`config.mk`:
```
export PLATFORM = sky130hd
export DESIGN_NAME = double_ended_queue
export DESIGN_NICKNAME = d
export VERILOG_FILES = /design/src/rtl/deq_pkg.sv /design/src/rtl/deq_cell.sv /design/src/rtl/double_ended_queue.sv
export SDC_FILE = /design/constraint.sdc
export NUM_CORES = 2
export LEC_CHECK = 0
export BUFFER_PORTS_ARGS = -buffer_cell sky130_fd_sc_hd__buf_2
export CAP_MARGIN = 20
export CORE_ASPECT_RATIO = 1.5
export CORE_MARGIN = 2
export CORE_UTILIZATION = 25
export DETAILED_ROUTE_END_ITERATION = 10
export GPL_ROUTABILITY_DRIVEN = 0
export SLEW_MARGIN = 20
export SYNTH_ARGS = -nofsm -noshare
export SYNTH_HDL_FRONTEND = slang
export SYNTH_SLANG_ARGS = --single-unit
```
`constraint.sdc`:
```
create_clock -name clk -period 5.65 [get_ports clk]
set_clock_uncertainty 0.1 [all_clocks]
set_input_delay 0.2825 -clock clk [delete_from_list [all_inputs] [get_ports clk]]
set_output_delay 0.2825 -clock clk [all_outputs]
set_load 0.03 [all_outputs]
```
`src/rtl/deq_pkg.sv`:
```
// Shared types and constants for the double-ended queue.
package deq_pkg;

    // Stream widths: tdata is padded to whole bytes
    localparam int S_DATA_W = 32;
    localparam int S_USER_W = 3;
    localparam int M_DATA_W = 104;
    localparam int M_USER_W = 2;
    localparam int REPORT_W = 32;
    localparam int COUNT_W  = 5;

    // Operation codes carried on s_tuser
    typedef enum logic [S_USER_W-1:0] {
        OP_PUSH_FRONT = 3'd0,
        OP_PUSH_BACK  = 3'd1,
        OP_POP_FRONT  = 3'd2,
        OP_POP_BACK   = 3'd3,
        OP_STATUS     = 3'd4
    } op_t;

    // Result status carried on m_tuser
    typedef enum logic [M_USER_W-1:0] {
        ST_OK        = 2'd0,
        ST_UNDERFLOW = 2'd1,
        ST_OVERFLOW  = 2'd2
    } status_t;

    // Move command broadcast to every cell; at most one bit is set
    typedef struct packed {
        logic push_front;
        logic push_back;
        logic pop_front;
        logic pop_back;
    } cell_cmd_t;

endpackage

```
`src/rtl/deq_cell.sv`:
```
// One cell of the queue row: a front-ordered entry, a back-ordered entry and an occupancy bit.
module deq_cell #(
    parameter int SW = 32
) (
    input  logic               clk,
    input  logic               rst_n,
    input  deq_pkg::cell_cmd_t cmd,
    input  logic [SW-1:0]      push_val,
    input  logic [SW-1:0]      left_a,
    input  logic [SW-1:0]      left_b,
    input  logic               left_occ,
    input  logic [SW-1:0]      right_a,
    input  logic [SW-1:0]      right_b,
    input  logic               right_occ,
    output logic [SW-1:0]      a_val,
    output logic [SW-1:0]      b_val,
    output logic               occ
);
    import deq_pkg::*;

    logic [SW-1:0] a_reg, a_next;
    logic [SW-1:0] b_reg, b_next;
    logic          occ_reg, occ_next;
    logic          boundary;

    // This cell is the first free slot when its left neighbour is occupied and it is not
    assign boundary = left_occ & ~occ_reg;

    // Shift towards the back on a push at one end, towards the front on a pop;
    // the other ordering only fills the free slot or drops its last entry
    always_comb
    begin
        a_next   = a_reg;
        b_next   = b_reg;
        occ_next = occ_reg;
        if (cmd.push_front)
        begin
            a_next   = left_a;
            occ_next = left_occ;
            if (boundary)
            begin
                b_next = push_val;
            end
        end
        else if (cmd.push_back)
        begin
            b_next   = left_b;
            occ_next = left_occ;
            if (boundary)
            begin
                a_next = push_val;
            end
        end
        else if (cmd.pop_front)
        begin
            a_next   = right_a;
            occ_next = right_occ;
        end
        else if (cmd.pop_back)
        begin
            b_next   = right_b;
            occ_next = right_occ;
        end
    end

    // Occupancy is control state
    always_ff @(posedge clk or negedge rst_n)
    begin
        if (!rst_n)
        begin
            occ_reg <= 1'b0;
        end
        else
        begin
            occ_reg <= occ_next;
        end
    end

    // Entry payload needs no reset
    always_ff @(posedge clk)
    begin
        a_reg <= a_next;
        b_reg <= b_next;
    end

    assign a_val = a_reg;
    assign b_val = b_reg;
    assign occ   = occ_reg;

endmodule

```
`src/rtl/double_ended_queue.sv`:
```
// Double-ended queue: one transaction per cycle, while s_tready is high, through
// a row of cells that shift together; results are registered in the output buffer.
// Throughput: one transaction per clock while s_tready is high.
// A two-entry output buffer keeps s_tready high while one result waits on m_tready.
// Reset clears the occupancy bits, the count and the output buffer; stored values
// are undefined until written.
module double_ended_queue #(
    parameter int CAPACITY    = 16,
    parameter int VALUE_WIDTH = 32
) (
    input  logic                          clk,
    input  logic                          rst_n,
    input  logic                          s_tvalid,
    output logic                          s_tready,
    // s_tdata: push_value[31:0]
    input  logic [deq_pkg::S_DATA_W-1:0]  s_tdata,
    // s_tuser: opcode[2:0]
    input  logic [deq_pkg::S_USER_W-1:0]  s_tuser,
    output logic                          m_tvalid,
    input  logic                          m_tready,
    // m_tdata: popped_value[31:0], front_value[63:32], back_value[95:64],
    //          entry_count[100:96], is_empty[101], zero pad[103:102]
    output logic [deq_pkg::M_DATA_W-1:0]  m_tdata,
    // m_tuser: status[1:0]
    output logic [deq_pkg::M_USER_W-1:0]  m_tuser
);
    import deq_pkg::*;

    localparam int SW    = (VALUE_WIDTH < REPORT_W) ? VALUE_WIDTH : REPORT_W;
    localparam int CW    = $clog2(CAPACITY + 1);
    localparam int RES_W = M_DATA_W + M_USER_W;

    // Sign-extend a stored entry to the reported width
    function automatic logic [REPORT_W-1:0] report(input logic [SW-1:0] v);
        logic signed [SW-1:0] sv;
        sv = v;
        return REPORT_W'(sv);
    endfunction

    logic                 accept, take;
    logic [SW-1:0]        push_st;
    cell_cmd_t            cmd;
    logic                 is_push_front, is_push_back, is_pop_front, is_pop_back;
    logic                 full, empty, overflow, underflow;
    status_t              status;

    logic [SW-1:0]        a_row   [CAPACITY];
    logic [SW-1:0]        b_row   [CAPACITY];
    logic [CAPACITY-1:0]  occ_row;

    logic [CW-1:0]        count_reg, count_next;
    logic [SW-1:0]        front_raw, back_raw;
    logic [REPORT_W-1:0]  popped, front_rep, back_rep;
    logic [CW+COUNT_W-1:0] count_ext;
    logic [RES_W-1:0]     result;

    logic                 out_valid_reg, out_valid_next;
    logic                 skid_valid_reg, skid_valid_next;
    logic [RES_W-1:0]     out_reg, out_next;
    logic [RES_W-1:0]     skid_reg, skid_next;

    assign s_tready = ~skid_valid_reg;
    assign accept   = s_tvalid & s_tready;
    assign take     = out_valid_reg & m_tready;
    assign push_st  = s_tdata[SW-1:0];

    // Decode the operation
    always_comb
    begin
        is_push_front = 1'b0;
        is_push_back  = 1'b0;
        is_pop_front  = 1'b0;
        is_pop_back   = 1'b0;
        case (s_tuser)
            OP_PUSH_FRONT: is_push_front = 1'b1;
            OP_PUSH_BACK:  is_push_back  = 1'b1;
            OP_POP_FRONT:  is_pop_front  = 1'b1;
            OP_POP_BACK:   is_pop_back   = 1'b1;
            default:       ;
        endcase
    end

    // Full and empty come straight from the end cells
    assign empty     = ~occ_row[0];
    assign full      = occ_row[CAPACITY-1];
    assign overflow  = (is_push_front | is_push_back) & full;
    assign underflow = (is_pop_front | is_pop_back) & empty;

    always_comb
    begin
        if (overflow)
        begin
            status = ST_OVERFLOW;
        end
        else if (underflow)
        begin
            status = ST_UNDERFLOW;
        end
        else
        begin
            status = ST_OK;
        end
    end

    // Broadcast only transactions that change the queue
    assign cmd.push_front = accept & is_push_front & ~full;
    assign cmd.push_back  = accept & is_push_back  & ~full;
    assign cmd.pop_front  = accept & is_pop_front  & ~empty;
    assign cmd.pop_back   = accept & is_pop_back   & ~empty;

    // Row of cells: the push value enters at the left, nothing enters at the right
    for (genvar i = 0; i < CAPACITY; i++)
    begin : g_cell
        logic [SW-1:0] left_a, left_b, right_a, right_b;
        logic          left_occ, right_occ;

        if (i == 0)
        begin : g_first
            assign left_a   = push_st;
            assign left_b   = push_st;
            assign left_occ = 1'b1;
        end
        else
        begin : g_mid_left
            assign left_a   = a_row[i-1];
            assign left_b   = b_row[i-1];
            assign left_occ = occ_row[i-1];
        end

        if (i == CAPACITY - 1)
        begin : g_last
            assign right_a   = a_row[i];
            assign right_b   = b_row[i];
            assign right_occ = 1'b0;
        end
        else
        begin : g_mid_right
            assign right_a   = a_row[i+1];
            assign right_b   = b_row[i+1];
            assign right_occ = occ_row[i+1];
        end

        deq_cell #(
            .SW(SW)
        ) u_cell (
            .clk      (clk),
            .rst_n    (rst_n),
            .cmd      (cmd),
            .push_val (push_st),
            .left_a   (left_a),
            .left_b   (left_b),
            .left_occ (left_occ),
            .right_a  (right_a),
            .right_b  (right_b),
            .right_occ(right_occ),
            .a_val    (a_row[i]),
            .b_val    (b_row[i]),
            .occ      (occ_row[i])
        );
    end

    // Track the entry count
    always_comb
    begin
        count_next = count_reg;
        if (cmd.push_front | cmd.push_back)
        begin
            count_next = count_reg + CW'(1);
        end
        else if (cmd.pop_front | cmd.pop_back)
        begin
            count_next = count_reg - CW'(1);
        end
    end

    always_ff @(posedge clk or negedge rst_n)
    begin
        if (!rst_n)
        begin
            count_reg <= '0;
        end
        else
        begin
            count_reg <= count_next;
        end
    end

    // Front and back after the operation, read from the first two cells only
    always_comb
    begin
        front_raw = a_row[0];
        back_raw  = b_row[0];
        popped    = '0;
        if (cmd.push_front)
        begin
            front_raw = push_st;
            back_raw  = empty ? push_st : b_row[0];
        end
        else if (cmd.push_back)
        begin
            front_raw = empty ? push_st : a_row[0];
            back_raw  = push_st;
        end
        else if (cmd.pop_front)
        begin
            front_raw = a_row[1];
            popped    = report(a_row[0]);
        end
        else if (cmd.pop_back)
        begin
            back_raw = b_row[1];
            popped   = report(b_row[0]);
        end
    end

    assign front_rep = (count_next == '0) ? '0 : report(front_raw);
    assign back_rep  = (count_next == '0) ? '0 : report(back_raw);
    assign count_ext = {{COUNT_W{1'b0}}, count_next};

    assign result = {status, 2'b00, (count_next == '0), count_ext[COUNT_W-1:0],
                     back_rep, front_rep, popped};

    // Two-entry output buffer: the skid entry fills only while the head waits
    always_comb
    begin
        out_valid_next  = out_valid_reg;
        skid_valid_next = skid_valid_reg;
        out_next        = out_reg;
        skid_next       = skid_reg;
        if (take)
        begin
            out_valid_next  = skid_valid_reg;
            out_next        = skid_reg;
            skid_valid_next = 1'b0;
        end
        if (accept)
        begin
            if (!out_valid_reg || take)
            begin
                out_valid_next = 1'b1;
                out_next       = result;
            end
            else
            begin
                skid_valid_next = 1'b1;
                skid_next       = result;
            end
        end
    end

    always_ff @(posedge clk or negedge rst_n)
    begin
        if (!rst_n)
        begin
            out_valid_reg  <= 1'b0;
            skid_valid_reg <= 1'b0;
        end
        else
        begin
            out_valid_reg  <= out_valid_next;
            skid_valid_reg <= skid_valid_next;
        end
    end

    always_ff @(posedge clk)
    begin
        out_reg  <= out_next;
        skid_reg <= skid_next;
    end

    assign m_tvalid = out_valid_reg;
    assign m_tdata  = out_reg[M_DATA_W-1:0];
    assign m_tuser  = out_reg[RES_W-1:M_DATA_W];

    // Count and occupancy row must agree at both ends
    assert property (@(posedge clk) disable iff (!rst_n)
        (count_reg == '0) == ~occ_row[0])
        else $error("count and front occupancy disagree");

    assert property (@(posedge clk) disable iff (!rst_n)
        (count_reg == CW'(CAPACITY)) == occ_row[CAPACITY-1])
        else $error("count and back occupancy disagree");

    // A rejected push or pop leaves the queue untouched
    assert property (@(posedge clk) disable iff (!rst_n)
        (accept && (overflow || underflow)) |=> ($stable(count_reg) && $stable(occ_row)))
        else $error("failed operation changed the queue");

    // The skid entry only holds a result behind a waiting head
    assert property (@(posedge clk) disable iff (!rst_n)
        skid_valid_reg |-> out_valid_reg)
        else $error("skid entry valid without output entry");

endmodule
```
Word-level counts from Yosys, hierarchy flattened
Cells that the tools add are included.
Word-level totals
  word-level logic and storage cells: 390
  bits in registers: 1257
  output and inout port bits: 108
  bits in writable memories: 0
  memories kept: 0
  memory bits (read-only): 0
  latch bits: 0
  input port bits: 39
Operators by class
  reductions and logical operators: 40
  $add $sub $neg: 2
  bitwise operators: 49
  div/mod/pow operators: 0
  equality and inequality tests: 33
  shift operators: 0
  multiplexer cells: 213
  order comparisons: 0
  multiply operators: 0
Operators with widths (number)
  two-way mux 32 bit: 132
  two-way mux 106 bit: 3
  two-way mux 1 bit: 75
  != test 3 x 1 -> 1 bit (second input constant): 15
  AND reduction 3 bit: 14
  AND reduction 2 bit: 17
  != test 2 x 1 -> 1 bit (second input constant): 15
  bitwise AND 1 bit: 27
  NOT 1 bit: 18
  two-way mux 5 bit: 2
  == test 3 x 2 -> 1 bit (second input constant): 2
  nonzero test 3 bit: 2
  adder 5 x 1 -> 5 bit (second input constant): 1
  zero test 5 bit: 1
  subtractor 5 x 1 -> 5 bit (second input constant): 1
  OR 1 bit: 4
  nonzero test 2 bit: 2
  nonzero test 4 bit: 1
  == test 3 x 1 -> 1 bit (second input constant): 1
  zero test 3 bit: 1
  two-way mux 2 bit: 1
  zero test 1 bit: 1
  logical OR 1 bit: 1

Longest topological paths before layout
  depth after elaboration: 11
  depth in mapped cells: 10

Modules after synthesis
From an unflattened synthesis, not the netlist that was laid out.
Second synthesis, totals
  cells, all modules: 5581
  area, all modules: 64134.0 µm²
By module, submodules not included
  deq_cell: times used 16, cells an instance 291, area each 3383.2 µm²
  double_ended_queue: times used 1, cells an instance 925, area each 10002.1 µm²

Worst setup path before layout
Ideal clock, no wire load.
  kind: register to register
  start: register skid_valid_reg
  end: register skid_reg[0] (enable)
  cell stages (with the launch flop): 4
  data required time: 4981 ps
  setup slack: -187 ps
  period minus slack after synthesis: 5837 ps
  data arrival time: 5168 ps
  cell sequence: dfrtp_1 -> inv_1 -> nand2_1 -> nor2_1
On the way
  word-level cells in the longest chain between the ends: 3
Ends and longest elaborated chain
  start, declared: RTL line double_ended_queue.sv:58  | logic skid_valid_reg, skid_valid_next;
  start signal, assigned: RTL line double_ended_queue.sv:261  | skid_valid_reg <= skid_valid_next;
  NOT 1 bit: RTL line double_ended_queue.sv:62  | assign s_tready = ~skid_valid_reg;
  via s_tready: RTL line double_ended_queue.sv:14  | output logic s_tready,
  bitwise AND 1 bit: RTL line double_ended_queue.sv:63  | assign accept = s_tvalid & s_tready;
  AND reduction 2 bit (no source line)
  end signal, assigned: RTL line double_ended_queue.sv:268  | skid_reg <= skid_next;
  end, declared: RTL line double_ended_queue.sv:60  | logic [RES_W-1:0] skid_reg, skid_next;
The timed path passes the listed nets, and every way through them passes these cells.
A chain may end at the register's enable or synchronous reset.

Final worst setup path
  start: register skid_valid_reg
  end: register skid_reg[79], data pin
On the way
  word-level cells in the longest chain between the ends: 9
  elaborated cells between the ends (all ways): 20
  classes of those cells: mux (7); bitwise (12); reduce/logical (1)
Ends and longest elaborated chain
  NOT 1 bit (*): RTL line double_ended_queue.sv:62
  bitwise AND 1 bit (*): RTL line double_ended_queue.sv:63
  bitwise AND 1 bit, on equally long branches (2 in a row): RTL line double_ended_queue.sv:108, double_ended_queue.sv:109
  OR 1 bit: RTL line double_ended_queue.sv:170  | else if (cmd.pop_front | cmd.pop_back)
  two-way mux 5 bit: RTL line double_ended_queue.sv:170
  two-way mux 5 bit (*): RTL line double_ended_queue.sv:166  | if (cmd.push_front | cmd.push_back)
  via count_next[3]: RTL line double_ended_queue.sv:51  | logic [CW-1:0] count_reg, count_next;
  zero test 5 bit (*): RTL line double_ended_queue.sv:217  | assign back_rep = (count_next == '0) ? '0 : report(back_raw);
  two-way mux 32 bit (*): RTL line double_ended_queue.sv:217
  via back_rep[15]: RTL line double_ended_queue.sv:53  | logic [REPORT_W-1:0] popped, front_rep, back_rep;
The timed path passes the listed nets; every way through them passes the cells marked *.

==> results.cfg <==
[grt]
grt_usage = 0.143
grt_pass1_wl_um = 249000
grt_max_degree = 291
grt_overflow = 0
antenna_found_initial = 28
grt_pass1_vias = 38500

[cells_and_area]
num-nets-final = 5281
area_delta_synth_final_pct = 12.8
stdcell_count = 8232
layout_common_cells = 1194 x nand2_1, 1064 x edfxtp_1, 955 x a21oi_1, 943 x o21ai_0, 170 x dfxtp_1
final_common_cell = nand2_1
multi_input_area_sq_mm = 0.0183
layout-drive-gt1-share = 0.0928
fill_cells = 23000
seqCellArea_sq_mm = 0.0359

[sta]
fmax_mhz = 259
tns_ns = 0
worstMarginPinSlew_ns = 1.19
timing.slew.headroom = 0.209
finalSetupViolCount = 0
slew_viol_final = 0
period_share = 0.684
timing.final.crit_period_ns = 3.86
rsz0062_at_grt = false
hold_violations = 0

[floorplanning]
dieWidth_um = 390
dieHeight_um = 583
die_area_sq_mm = 0.228
coreArea_sq_mm = 0.223
io_pins = 147
initial_core_util = 0.251
num_rows = 212

[clock_tree]
insertion_delay_ns = 0.73
cts_resized = 0
clock-root-buffer = clkbuf_16
clockBufferDepth = 3
path_clk_slew_ns = 0.07
cts_tree = built
clkSinkCount = 1257
htreeDepth = 3
numCtsBuffers = 106

[drt]
dr.pass1.iters = 8
antenna_left = 0
finalWirelength_um = 169000
wl_per_cell_um = 20.5
vias = 40900
drt-initial-drc-count = 4181
viasPerCell = 4.96
drc = 0

[run]
drv_cap = 0

[critical_path]
endpoint_kind = flop
worstPathRequired_ns = 5.97
startpoint_type = flop
critical_path_class = flop to flop
crit_arrival_ns = 4.18
cp_max_fo = 66

[power]
pwr_density_cell_mw_per_mm2 = 421
p_leak_nw = 22.8
ir_worst_vdd_v = 0.000278
power.total_w = 0.0266

[synth]
synth_flop_cell = edfxtp_1
yosys_warnings = 0
ys_async_sr_fraction = 0.0183
synthMuxAreaShare = 0.0335
synth_top_family_by_area = compound AO/OA/AOI/OAI gates
syn_area_sq_mm = 0.0560
synth-xor-area-share = 0.000313
netlist_instances = 5376
synthAdderAreaFrac = 0.000447
synth_top_area_frac = 0.571
ys_seq_elements = 1257
synth_cell_types = 46
synth_area_per_cell_sq_um = 10.4
yosys.area_share.simple = 0.0990
ys_top_cells_by_area = edfxtp_1 57%, a21oi_1 8.6%, o21ai_0 8.5%
yosys.area.top_type = edfxtp_1
syn_nets = 5417
synth_edf_count = 1064
synth_compound_area_frac = 0.190
yosysSeqAreaShare = 0.642

[placed_design]
numPortBuffers = 146
dp_cells = 8014
hpwl_um = 106000

[worst_hold_path]
hold_path.class = input port to flop

[status]
status = finished clean
worst paths after layout:
check,start,to,slack [ns],depth (start not counted)
worst max-delay path,skid_valid_reg,skid_reg[79],1.79,7
worst min-delay path,s_tdata[29],g_cell[0].u_cell.a_val[29],0.06,2
worst max register to register,skid_valid_reg,skid_reg[79],1.79,7
worst min register to register,out_reg[102],out_reg[102],0.38,1
max in group asynchronous,rst_n,m_tvalid,3.55,4
min in group asynchronous,rst_n,g_cell[2].u_cell.occ,0.41,3
cell type report:
| cell class | count | share of cell area |
|---|---|---|
| Inverter | 20 | 0.00131 |
| Tap cell | 2889 | 0.0573 |
| Clock inverter | 66 | 0.0128 |
| Antenna cell | 10 | 0.000396 |
| Multi-Input combinational cell | 3631 | 0.289 |
| Timing Repair Buffer | 224 | 0.0233 |
| Sequential cell | 1257 | 0.569 |
| Clock buffer | 135 | 0.0465 |
critical path, stage by stage (launching register included):
cell and delay, ns:
dfrtp_1 0.43, nor3b_2 0.64, nand2_4 0.55, o22ai_1 0.32
xor2_1 0.19, nor4_4 0.38, buf_4 0.73, a21oi_1 0.11
synth_stat cells (3+ instances only):
cell / n
and2_0: 20
or3_1: 3
buf_2: 35
dfxtp_1: 170
o21ai_0: 946
buf_1: 16
o221a_2: 5
nand2b_1: 8
dfrtp_1: 23
nand2_1: 1214
nand3_1: 9
and3_1: 4
nor3_1: 4
and2_1: 14
a21oi_1: 958
mux2_2: 65
edfxtp_1: 1064
nand3b_1: 10
nor2_1: 46
o22ai_1: 64
inv_1: 20
a22oi_1: 59
clkbuf_1: 407
mux2i_1: 114
buf_6: 5
nor2b_1: 39
a31oi_1: 24
buf_4: 5
cells by family after synthesis:
logic type      Yosys count
simple gates           1383
buf+inv                 488
flops                  1257
compound gates         2065
mux                     179
xor+xnor                  2
fa+ha+maj                 2
repair_timing:
action | 4_1_cts | 5_1_grt
buffers inserted | 0 | 0
hold buffers | 7 | 0
hold endpoints to repair | 38 | 0
where the power goes:
part | leakage (nW) | total (W) | switching [W] | internal (W)
Combinational | 9.49 | 0.00570 | 0.00408 | 0.00162
Clock | 1.82 | 0.00804 | 0.00356 | 0.00448
Sequential | 11.4 | 0.0129 | 0.000939 | 0.0119
Total | 22.8 | 0.0266 | 0.00858 | 0.0180
stage by stage:
step | instance area [sq um] | utilization | hold slack [ns] | setup WS (ns)
3_3_place_gp | 59300 | 0.266 | 0.219 | 1.90
3_5_place_dp | 59300 | 0.266 | 0.211 | 1.88
2_1_floorplan | 56000 | - | -0.113 | 1.46
4_1_cts | 63100 | 0.284 | 0.0256 | 1.83
6_report | 63100 | 0.284 | 0.0629 | 1.79
5_1_grt | 63100 | 0.284 | 0.0418 | 1.55
routing by layer:
| metal | up-vias | share of wire | global-route usage | wire length (um) |
|---|---|---|---|---|
| met3 | 328 | 0.072 | 0.0277 | 12200 |
| met5 | - | 0.00091 | 0 | 153 |
| li1 | 19100 | - | - | - |
| met1 | 19900 | 0.39 | 0.174 | 66700 |
| met2 | 1516 | 0.46 | 0.231 | 78000 |
| met4 | 26 | 0.071 | 0.0925 | 12100 |
(Power assumes the default switching activity.)
